## config.mk

```make
export PLATFORM = sky130hd
export DESIGN_NAME = shift_chain_word_debouncer_core
export DESIGN_NICKNAME = d
export VERILOG_FILES = /design/src/sdeb_pkg.sv /design/src/shift_chain_word_debouncer_core.sv /design/src/sdeb_ram.sv /design/src/sdeb_update.sv
export VERILOG_INCLUDE_DIRS = /design/src /design/src/src
export SDC_FILE = /design/constraint.sdc
export NUM_CORES = 2
export LEC_CHECK = 0
export BUFFER_PORTS_ARGS = -buffer_cell sky130_fd_sc_hd__buf_2
export CAP_MARGIN = 0
export CORE_MARGIN = 2
export CORE_UTILIZATION = 50
export CTS_CLUSTER_DIAMETER = 120
export DETAILED_ROUTE_END_ITERATION = 12
export PLACE_DENSITY = 0.64
export SLEW_MARGIN = 20
export SYNTH_ARGS = -nofsm -noshare
export SYNTH_HDL_FRONTEND = slang
export SYNTH_SLANG_ARGS = --single-unit
```

## constraint.sdc

```tcl
create_clock -name i_clk -period 22.6 [get_ports i_clk]
set_input_delay 4.52 -clock i_clk [delete_from_list [all_inputs] [get_ports i_clk]]
set_output_delay 4.52 -clock i_clk [all_outputs]
set_load 0.05 [all_outputs]
```

## src/shift_chain_word_debouncer_core_macros.svh

```systemverilog
`ifndef SHIFT_CHAIN_WORD_DEBOUNCER_CORE_MACROS_SVH
`define SHIFT_CHAIN_WORD_DEBOUNCER_CORE_MACROS_SVH
`ifndef SYNTHESIS
`define SDEB_ASSERT_IMP(label, clk, rst_n, ante, cons) \
    label: assert property (@(posedge clk) disable iff (!rst_n) (ante) |-> (cons)) \
        else $error("debouncer assertion failed");
`define SDEB_ASSERT_NXT(label, clk, rst_n, ante, cons) \
    label: assert property (@(posedge clk) disable iff (!rst_n) (ante) |=> (cons)) \
        else $error("debouncer assertion failed");
`else
`define SDEB_ASSERT_IMP(label, clk, rst_n, ante, cons)
`define SDEB_ASSERT_NXT(label, clk, rst_n, ante, cons)
`endif
`endif

```

## src/sdeb_pkg.sv

```systemverilog
package sdeb_pkg;

    localparam int WORD_W  = 32;
    localparam int COUNT_W = 8;

    localparam logic [COUNT_W-1:0] COUNT_MAX = 8'd255;
    localparam logic [COUNT_W-1:0] THR_RESET = 8'd4;

    localparam logic [1:0] FUNC_DEBOUNCE = 2'd0;
    localparam logic [1:0] FUNC_PRIME    = 2'd1;
    localparam logic [1:0] FUNC_CLEAR    = 2'd2;

    typedef struct packed {
        logic [WORD_W-1:0]  committed;
        logic [WORD_W-1:0]  candidate;
        logic [COUNT_W-1:0] count;
    } t_entry;

    typedef struct packed {
        logic   wr;
        logic   hit;
        t_entry data;
    } t_upd;

    // Within every byte the four bit pairs are reversed in order.
    function automatic logic [WORD_W-1:0] descramble(input logic [WORD_W-1:0] w);
        logic [WORD_W-1:0] r;
        r = '0;
        for (int p = 0; p < WORD_W / 2; p++) begin
            r[(p / 4) * 8 + (3 - (p % 4)) * 2 +: 2] = w[p * 2 +: 2];
        end
        return r;
    endfunction

endpackage

```

## src/shift_chain_word_debouncer_core.sv

```systemverilog
// Shift-chain word debouncer.
// A word is offered on i_func, i_port_index, i_module_index and i_raw_word
// with start high; it is taken at a clock edge where busy is low. The word is
// descrambled and run through a per-(port, module) debounce entry held in a
// single RAM. Func 0 debounces, func 1 primes an entry, func 2 clears it.
// A commit under func 0 gives one result on the o_changed_* and o_*_word
// ports, marked by o_strobe for exactly one cycle, after the stage-1 and
// output registers. The receiver cannot stall, so results are never held back.
// One word can be taken every clock cycle while busy is low: the entry RAM is
// read on accept and written in the next cycle, and a back-to-back word to the
// same entry takes the freshly written entry from a bypass register. The
// threshold is written through i_debounce_samples_we and i_debounce_samples;
// the user must do this only while the block is idle; it is not enforced.
// Reset clears every entry at once through per-entry valid bits, sets the
// threshold to four and holds busy high until r_ready is set after reset.
`include "shift_chain_word_debouncer_core_macros.svh"

module shift_chain_word_debouncer_core #(
    parameter int PORTS   = 4,
    parameter int MODULES = 8
) (
    input  logic                          i_clk,
    input  logic                          i_rst_n,
    input  logic                          start,
    output logic                          busy,
    input  logic [1:0]                    i_func,
    input  logic [1:0]                    i_port_index,
    input  logic [2:0]                    i_module_index,
    input  logic [sdeb_pkg::WORD_W-1:0]   i_raw_word,
    input  logic                          i_debounce_samples_we,
    input  logic [sdeb_pkg::COUNT_W-1:0]  i_debounce_samples,
    output logic                          o_strobe,
    output logic [1:0]                    o_changed_port,
    output logic [2:0]                    o_changed_module,
    output logic [sdeb_pkg::WORD_W-1:0]   o_previous_word,
    output logic [sdeb_pkg::WORD_W-1:0]   o_new_word
);

    localparam int Entries = PORTS * MODULES;
    localparam int AddrW   = (Entries > 1) ? $clog2(Entries) : 1;
    localparam int EntryW  = $bits(sdeb_pkg::t_entry);

    logic                          accept;
    logic                          in_range;
    logic [AddrW-1:0]              in_idx;

    logic                          r_ready;
    logic [sdeb_pkg::COUNT_W-1:0]  r_thr;
    logic [Entries-1:0]            r_vld;

    logic                          r_s1_valid;
    logic [1:0]                    r_s1_func;
    logic [1:0]                    r_s1_port;
    logic [2:0]                    r_s1_mod;
    logic [sdeb_pkg::WORD_W-1:0]   r_s1_raw;
    logic [AddrW-1:0]              r_s1_idx;

    logic                          r_fwd_valid;
    logic [AddrW-1:0]              r_fwd_idx;
    sdeb_pkg::t_entry              r_fwd_data;

    logic                          r_strobe;
    logic [1:0]                    r_out_port;
    logic [2:0]                    r_out_mod;
    logic [sdeb_pkg::WORD_W-1:0]   r_out_prev;
    logic [sdeb_pkg::WORD_W-1:0]   r_out_new;

    logic [EntryW-1:0]             ram_rdata;
    sdeb_pkg::t_entry              old_entry;
    sdeb_pkg::t_upd                upd;
    logic                          wr_en;
    logic [sdeb_pkg::WORD_W-1:0]   s1_word;

    assign busy   = !r_ready;
    assign accept = start && !busy;

    always_comb begin
        in_range = (int'(i_port_index) < PORTS) && (int'(i_module_index) < MODULES);
        in_idx   = AddrW'(int'(i_port_index) * MODULES + int'(i_module_index));
    end

    sdeb_ram #(
        .WIDTH (EntryW),
        .DEPTH (Entries)
    ) u_ram (
        .i_clk   (i_clk),
        .i_we    (wr_en),
        .i_waddr (r_s1_idx),
        .i_wdata (upd.data),
        .i_re    (accept),
        .i_raddr (in_idx),
        .o_rdata (ram_rdata)
    );

    always_comb begin
        s1_word = sdeb_pkg::descramble(r_s1_raw);
        if (r_fwd_valid && (r_fwd_idx == r_s1_idx)) begin
            old_entry = r_fwd_data;
        end else if (r_vld[r_s1_idx]) begin
            old_entry = sdeb_pkg::t_entry'(ram_rdata);
        end else begin
            old_entry = '0;
        end
    end

    sdeb_update u_update (
        .i_func      (r_s1_func),
        .i_word      (s1_word),
        .i_threshold (r_thr),
        .i_old       (old_entry),
        .o_upd       (upd)
    );

    assign wr_en = r_s1_valid && upd.wr;

    always_ff @(posedge i_clk) begin
        if (!i_rst_n) begin
            r_ready     <= 1'b0;
            r_thr       <= sdeb_pkg::THR_RESET;
            r_vld       <= '0;
            r_s1_valid  <= 1'b0;
            r_fwd_valid <= 1'b0;
            r_strobe    <= 1'b0;
        end else begin
            r_ready <= 1'b1;
            if (i_debounce_samples_we) begin
                r_thr <= i_debounce_samples;
            end
            if (wr_en) begin
                r_vld[r_s1_idx] <= 1'b1;
            end
            r_s1_valid  <= accept && in_range;
            r_fwd_valid <= wr_en;
            r_strobe    <= r_s1_valid && upd.hit;
        end
    end

    always_ff @(posedge i_clk) begin
        if (accept) begin
            r_s1_func <= i_func;
            r_s1_port <= i_port_index;
            r_s1_mod  <= i_module_index;
            r_s1_raw  <= i_raw_word;
            r_s1_idx  <= in_idx;
        end
        r_fwd_idx  <= r_s1_idx;
        r_fwd_data <= upd.data;
        if (r_s1_valid && upd.hit) begin
            r_out_port <= r_s1_port;
            r_out_mod  <= r_s1_mod;
            r_out_prev <= old_entry.committed;
            r_out_new  <= s1_word;
        end
    end

    assign o_strobe         = r_strobe;
    assign o_changed_port   = r_out_port;
    assign o_changed_module = r_out_mod;
    assign o_previous_word  = r_out_prev;
    assign o_new_word       = r_out_new;

    `SDEB_ASSERT_NXT(a_strobe_from_item, i_clk, i_rst_n, !r_s1_valid, !o_strobe)
    `SDEB_ASSERT_IMP(a_change_differs, i_clk, i_rst_n, o_strobe, o_previous_word != o_new_word)
    `SDEB_ASSERT_NXT(a_write_bypass, i_clk, i_rst_n, wr_en, r_fwd_valid && (r_fwd_idx == $past(r_s1_idx)))

endmodule

```

## src/sdeb_ram.sv

```systemverilog
module sdeb_ram #(
    parameter int WIDTH = 72,
    parameter int DEPTH = 32,
    localparam int AddrW = (DEPTH > 1) ? $clog2(DEPTH) : 1
) (
    input  logic             i_clk,
    input  logic             i_we,
    input  logic [AddrW-1:0] i_waddr,
    input  logic [WIDTH-1:0] i_wdata,
    input  logic             i_re,
    input  logic [AddrW-1:0] i_raddr,
    output logic [WIDTH-1:0] o_rdata
);

    logic [WIDTH-1:0] r_mem [DEPTH];
    logic [WIDTH-1:0] r_rdata;

    always_ff @(posedge i_clk) begin
        if (i_we) begin
            r_mem[i_waddr] <= i_wdata;
        end
        if (i_re) begin
            r_rdata <= r_mem[i_raddr];
        end
    end

    assign o_rdata = r_rdata;

endmodule

```

## src/sdeb_update.sv

```systemverilog
module sdeb_update (
    input  logic [1:0]                        i_func,
    input  logic [sdeb_pkg::WORD_W-1:0]       i_word,
    input  logic [sdeb_pkg::COUNT_W-1:0]      i_threshold,
    input  sdeb_pkg::t_entry                  i_old,
    output sdeb_pkg::t_upd                    o_upd
);

    logic                         same;
    logic [sdeb_pkg::COUNT_W-1:0] cnt;

    always_comb begin
        same = (i_word == i_old.candidate);
        if (!same) begin
            cnt = sdeb_pkg::COUNT_W'(1);
        end else if (i_old.count == sdeb_pkg::COUNT_MAX) begin
            cnt = sdeb_pkg::COUNT_MAX;
        end else begin
            cnt = i_old.count + sdeb_pkg::COUNT_W'(1);
        end

        o_upd = '0;
        case (i_func)
            sdeb_pkg::FUNC_DEBOUNCE: begin
                o_upd.wr             = 1'b1;
                o_upd.hit            = (cnt >= i_threshold) && (i_old.committed != i_word);
                o_upd.data.candidate = i_word;
                o_upd.data.count     = cnt;
                o_upd.data.committed = o_upd.hit ? i_word : i_old.committed;
            end
            sdeb_pkg::FUNC_PRIME: begin
                o_upd.wr             = 1'b1;
                o_upd.data.candidate = i_word;
                o_upd.data.committed = i_word;
                o_upd.data.count     = i_threshold;
            end
            sdeb_pkg::FUNC_CLEAR: begin
                o_upd.wr = 1'b1;
            end
            default: begin
                o_upd.wr = 1'b0;
            end
        endcase
    end

endmodule

```

==> metrics <==
outcome=completed; CTS buffer count=283; routed vias/inst=6.573; post_cts resized=0; vias=49520; Hold Crit Class=flop to flop; wire length of the first global-routing pass=387900 um; max incr delay on CP=0.91 ns; main combinational cell family by area after synthesis=multiplexers; Setup TNS=0 ns; Leakage=39.17 nW; drt wl/cell=36.89 um; top_reg_cell synth=edfxtp_1; Power Density=89.37 mW/mm^2; mux contribution to synthesized area=0.1733; core footprint=0.1992 sq mm; drt drc=0; largest net degree at the start of global routing=146; compound-gate portion of the synthesized area=0.02526; largest area contributor in the netlist=edfxtp_1; drt initial violations=7402; part of the power in registers=0.525; DR pass1 iterations=6; Initial Util=0.5015; YS warnings=0; xor and xnor area share after synthesis=0.001728; Hold Slack=0.4643 ns; global route overflow=0; chip height=451.0 um; Worst Tran Pin Value=1.298 ns; top-area cell type share of the netlist area=0.7465; PortBufs=121; post-synthesis simple-gate area fraction=0.01609; Layout Nets=4748; H-Tree Level Count=5; Hold Crit Start=r_vld[17]; P_sw=2.067 mW; Setup Fix Bufs, Post-CTS=0; Post-DRT Antenna Nets=0; Reg2Reg Depth=21; Worst R2R Setup Slack=15.18 ns; Fin. Hold Viols=0; Total GRT Usage=0.2736; placer congestion estimate=0.9896; Cell Rows=164; Seq cells post-synth=2605; async set-reset flop share out of synthesis=0; Root Driver=clkbuf_16; Final setup viols=0; fin. max-slew vios=0; final worst clock skew=0.07461 ns; clock tree sinks=2605; die width=451.0 um; top post-synthesis cells by area=edfxtp_1 75%, mux4_2 16%, dfxtp_1 2.4%; mapped cell area=0.09992 sq mm; Post-Syn Area per Cell=22.93 sq um; Mapped Nets=4418; hold path depth=1; cts hold-fix bufs=0; Tcrit/Tclk final=0.3776; most common cell in the netlist=edfxtp_1; FMAX=117.2 MHz; Clock Path Buffers=4; crit path capture type=flop; CP max stage cell=buf_4; TritonCTS clock tree=yes; global routing usage on met2=0.4413; Clk pin slew, worst setup/hold paths=0.06 ns; Post-Synth Adder-Cell Area=0.001127; clock power share=0.438; Post-Syn Instances=4358; R2R Path End=u_ram.r_mem[15][61]; Yosys cell types=84; vias in the first global route=49660; num ports=122; Syn-to-layout area delta=13.42%; register area share after synthesis=0.7707; EDFF count, synth=2484; RSZ-0062 raised after global routing=false; die area=0.2034 sq mm; combinational power share=0.037; CP Launch Type=primary input; Slew headroom=0.1254; Clk Latency, worst-skew pair=0.95 ns; Sw Ratio=0.2041; Critical Path RT=23.26 ns; end of the worst hold path=r_vld[17]; internal power=8.061 mW; busiest layer in global routing=met2; layout cell share with drive strength beyond 1=0.3199; Peak VDD IR=0.08104 mV; CP Class=primary input to flop; worst-path cell chain=buf_8 > buf_4 > buf_4 > buf_4 > mux4_2 > mux4_2 > mux2_2; HPWL Detailed=145800 um; critical path data arrival time=9.19 ns; fin crit period=8.535 ns; met1 usage=0.3744; Critical Path Most Common Cell=buf_4; GR Util met3=0.04426; CP Max Fanout=65; Worst R2R Start=r_s1_idx[2]; most instantiated cells after synthesis=2484 x edfxtp_1, 720 x mux4_2, 135 x clkbuf_1; Total Wirelength=277900 um; antenna violations before repair=9; max-cap violation count=0
## kinds of logic (layout without fill, tap and decap cells)
group           count (synthesis)  count (layout)
flops                        2605            2605
simple gates                  309             309
compound gates                311             311
fa+ha+maj                       9               9
mux                           821             821
xor+xnor                       18              18
buf+inv                       285             801
other cells                     0               3
## cell usage in the layout (no fill, tap or decap), drive strengths merged, types with 8 or more instances in the layout
master	netlist	layout
edfxtp	2484	2484
nor3	12	12
nor4	19	19
bufinv	0	25
o21ai	24	24
o22ai	27	27
mux4	720	720
mux2i	28	28
nand2	55	55
nor2b	20	20
inv	54	56
a41o	27	27
a22oi	8	8
nand2b	24	24
and3	9	9
and2	15	15
nand4	14	14
nand3	21	21
nor2	97	97
a31o	14	14
clkinv	3	99
clkinvlp	0	8
clkbuf	135	341
mux2	73	73
o21a	32	32
a22o	48	48
xnor2	13	13
a21oi	17	17
ha	9	9
dfxtp	121	121
o211a	26	26
buf	93	272
## state kept, by name, indices dropped and copies added, names as in the netlist, 8 cells and up
name / flops
r_fwd_data: 72
o_previous_word: 32
r_s1_raw: 32
u_ram.r_mem: 2304
o_new_word: 32
u_ram.o_rdata: 72
r_thr: 8
r_vld: 32
## power by group through the flow
stage	sequential, mW	clock (mW)	combinational (mW)
floorplan	5.40	0	0.256
global placement	5.42	0	0.368
detailed placement	5.42	0	0.374
CTS	5.32	4.50	0.375
global route	5.32	4.68	0.395
finish	5.32	4.44	0.374
## worst max-delay path: cells and delay by family
family                 cells  cell delay (ns)
multiplexers               3             1.36
buffers and inverters      4             3.11
## worst max path at each step
stage / from / to / slack (ns) / cells past startpoint
floorplan: r_s1_mod[0] / o_changed_module[0] / 12.73 / 25
global placement: i_module_index[0] / u_ram.o_rdata[42] / 12.99 / 7
detailed placement: i_module_index[0] / u_ram.o_rdata[53] / 12.97 / 7
CTS: i_module_index[0] / u_ram.o_rdata[28] / 13.92 / 7
global route: i_module_index[0] / u_ram.o_rdata[28] / 13.60 / 7
finish: i_module_index[0] / u_ram.o_rdata[28] / 14.07 / 7
## layer usage
layer	up-vias	part of all wire
met3	539	0.084
met1	26990	0.38
met2	2674	0.49
met5	-	0
met4	0	0.046
li1	19320	-
## layout make-up
| class | instances | area [sq um] |
|---|---|---|
| timing repair buffer | 273 | 1858 |
| multi-input combinational | 1468 | 22200 |
| antenna | 3 | 7.507 |
| tap | 2656 | 3323 |
| inverter | 57 | 214.0 |
| sequential | 2605 | 77010 |
| fill | 14370 | 85910 |
| clock buffer | 340 | 7445 |
| clock inverter | 131 | 1275 |
## metrics by stage
step	instances	power, mW	worst slack, ns	util	cell area, sq um
after global placement	7054	5.788	12.99	0.5243	104500
after floorplan	4358	5.655	12.73	-	99920
after detailed placement	7056	5.793	12.97	0.5245	104500
final	7533	10.13	14.07	0.5688	113300
after CTS	7527	10.19	13.92	0.5683	113200
after global routing	7531	10.39	13.60	0.5688	113300
No activity file was read; power rests on OpenSTA's default activity.
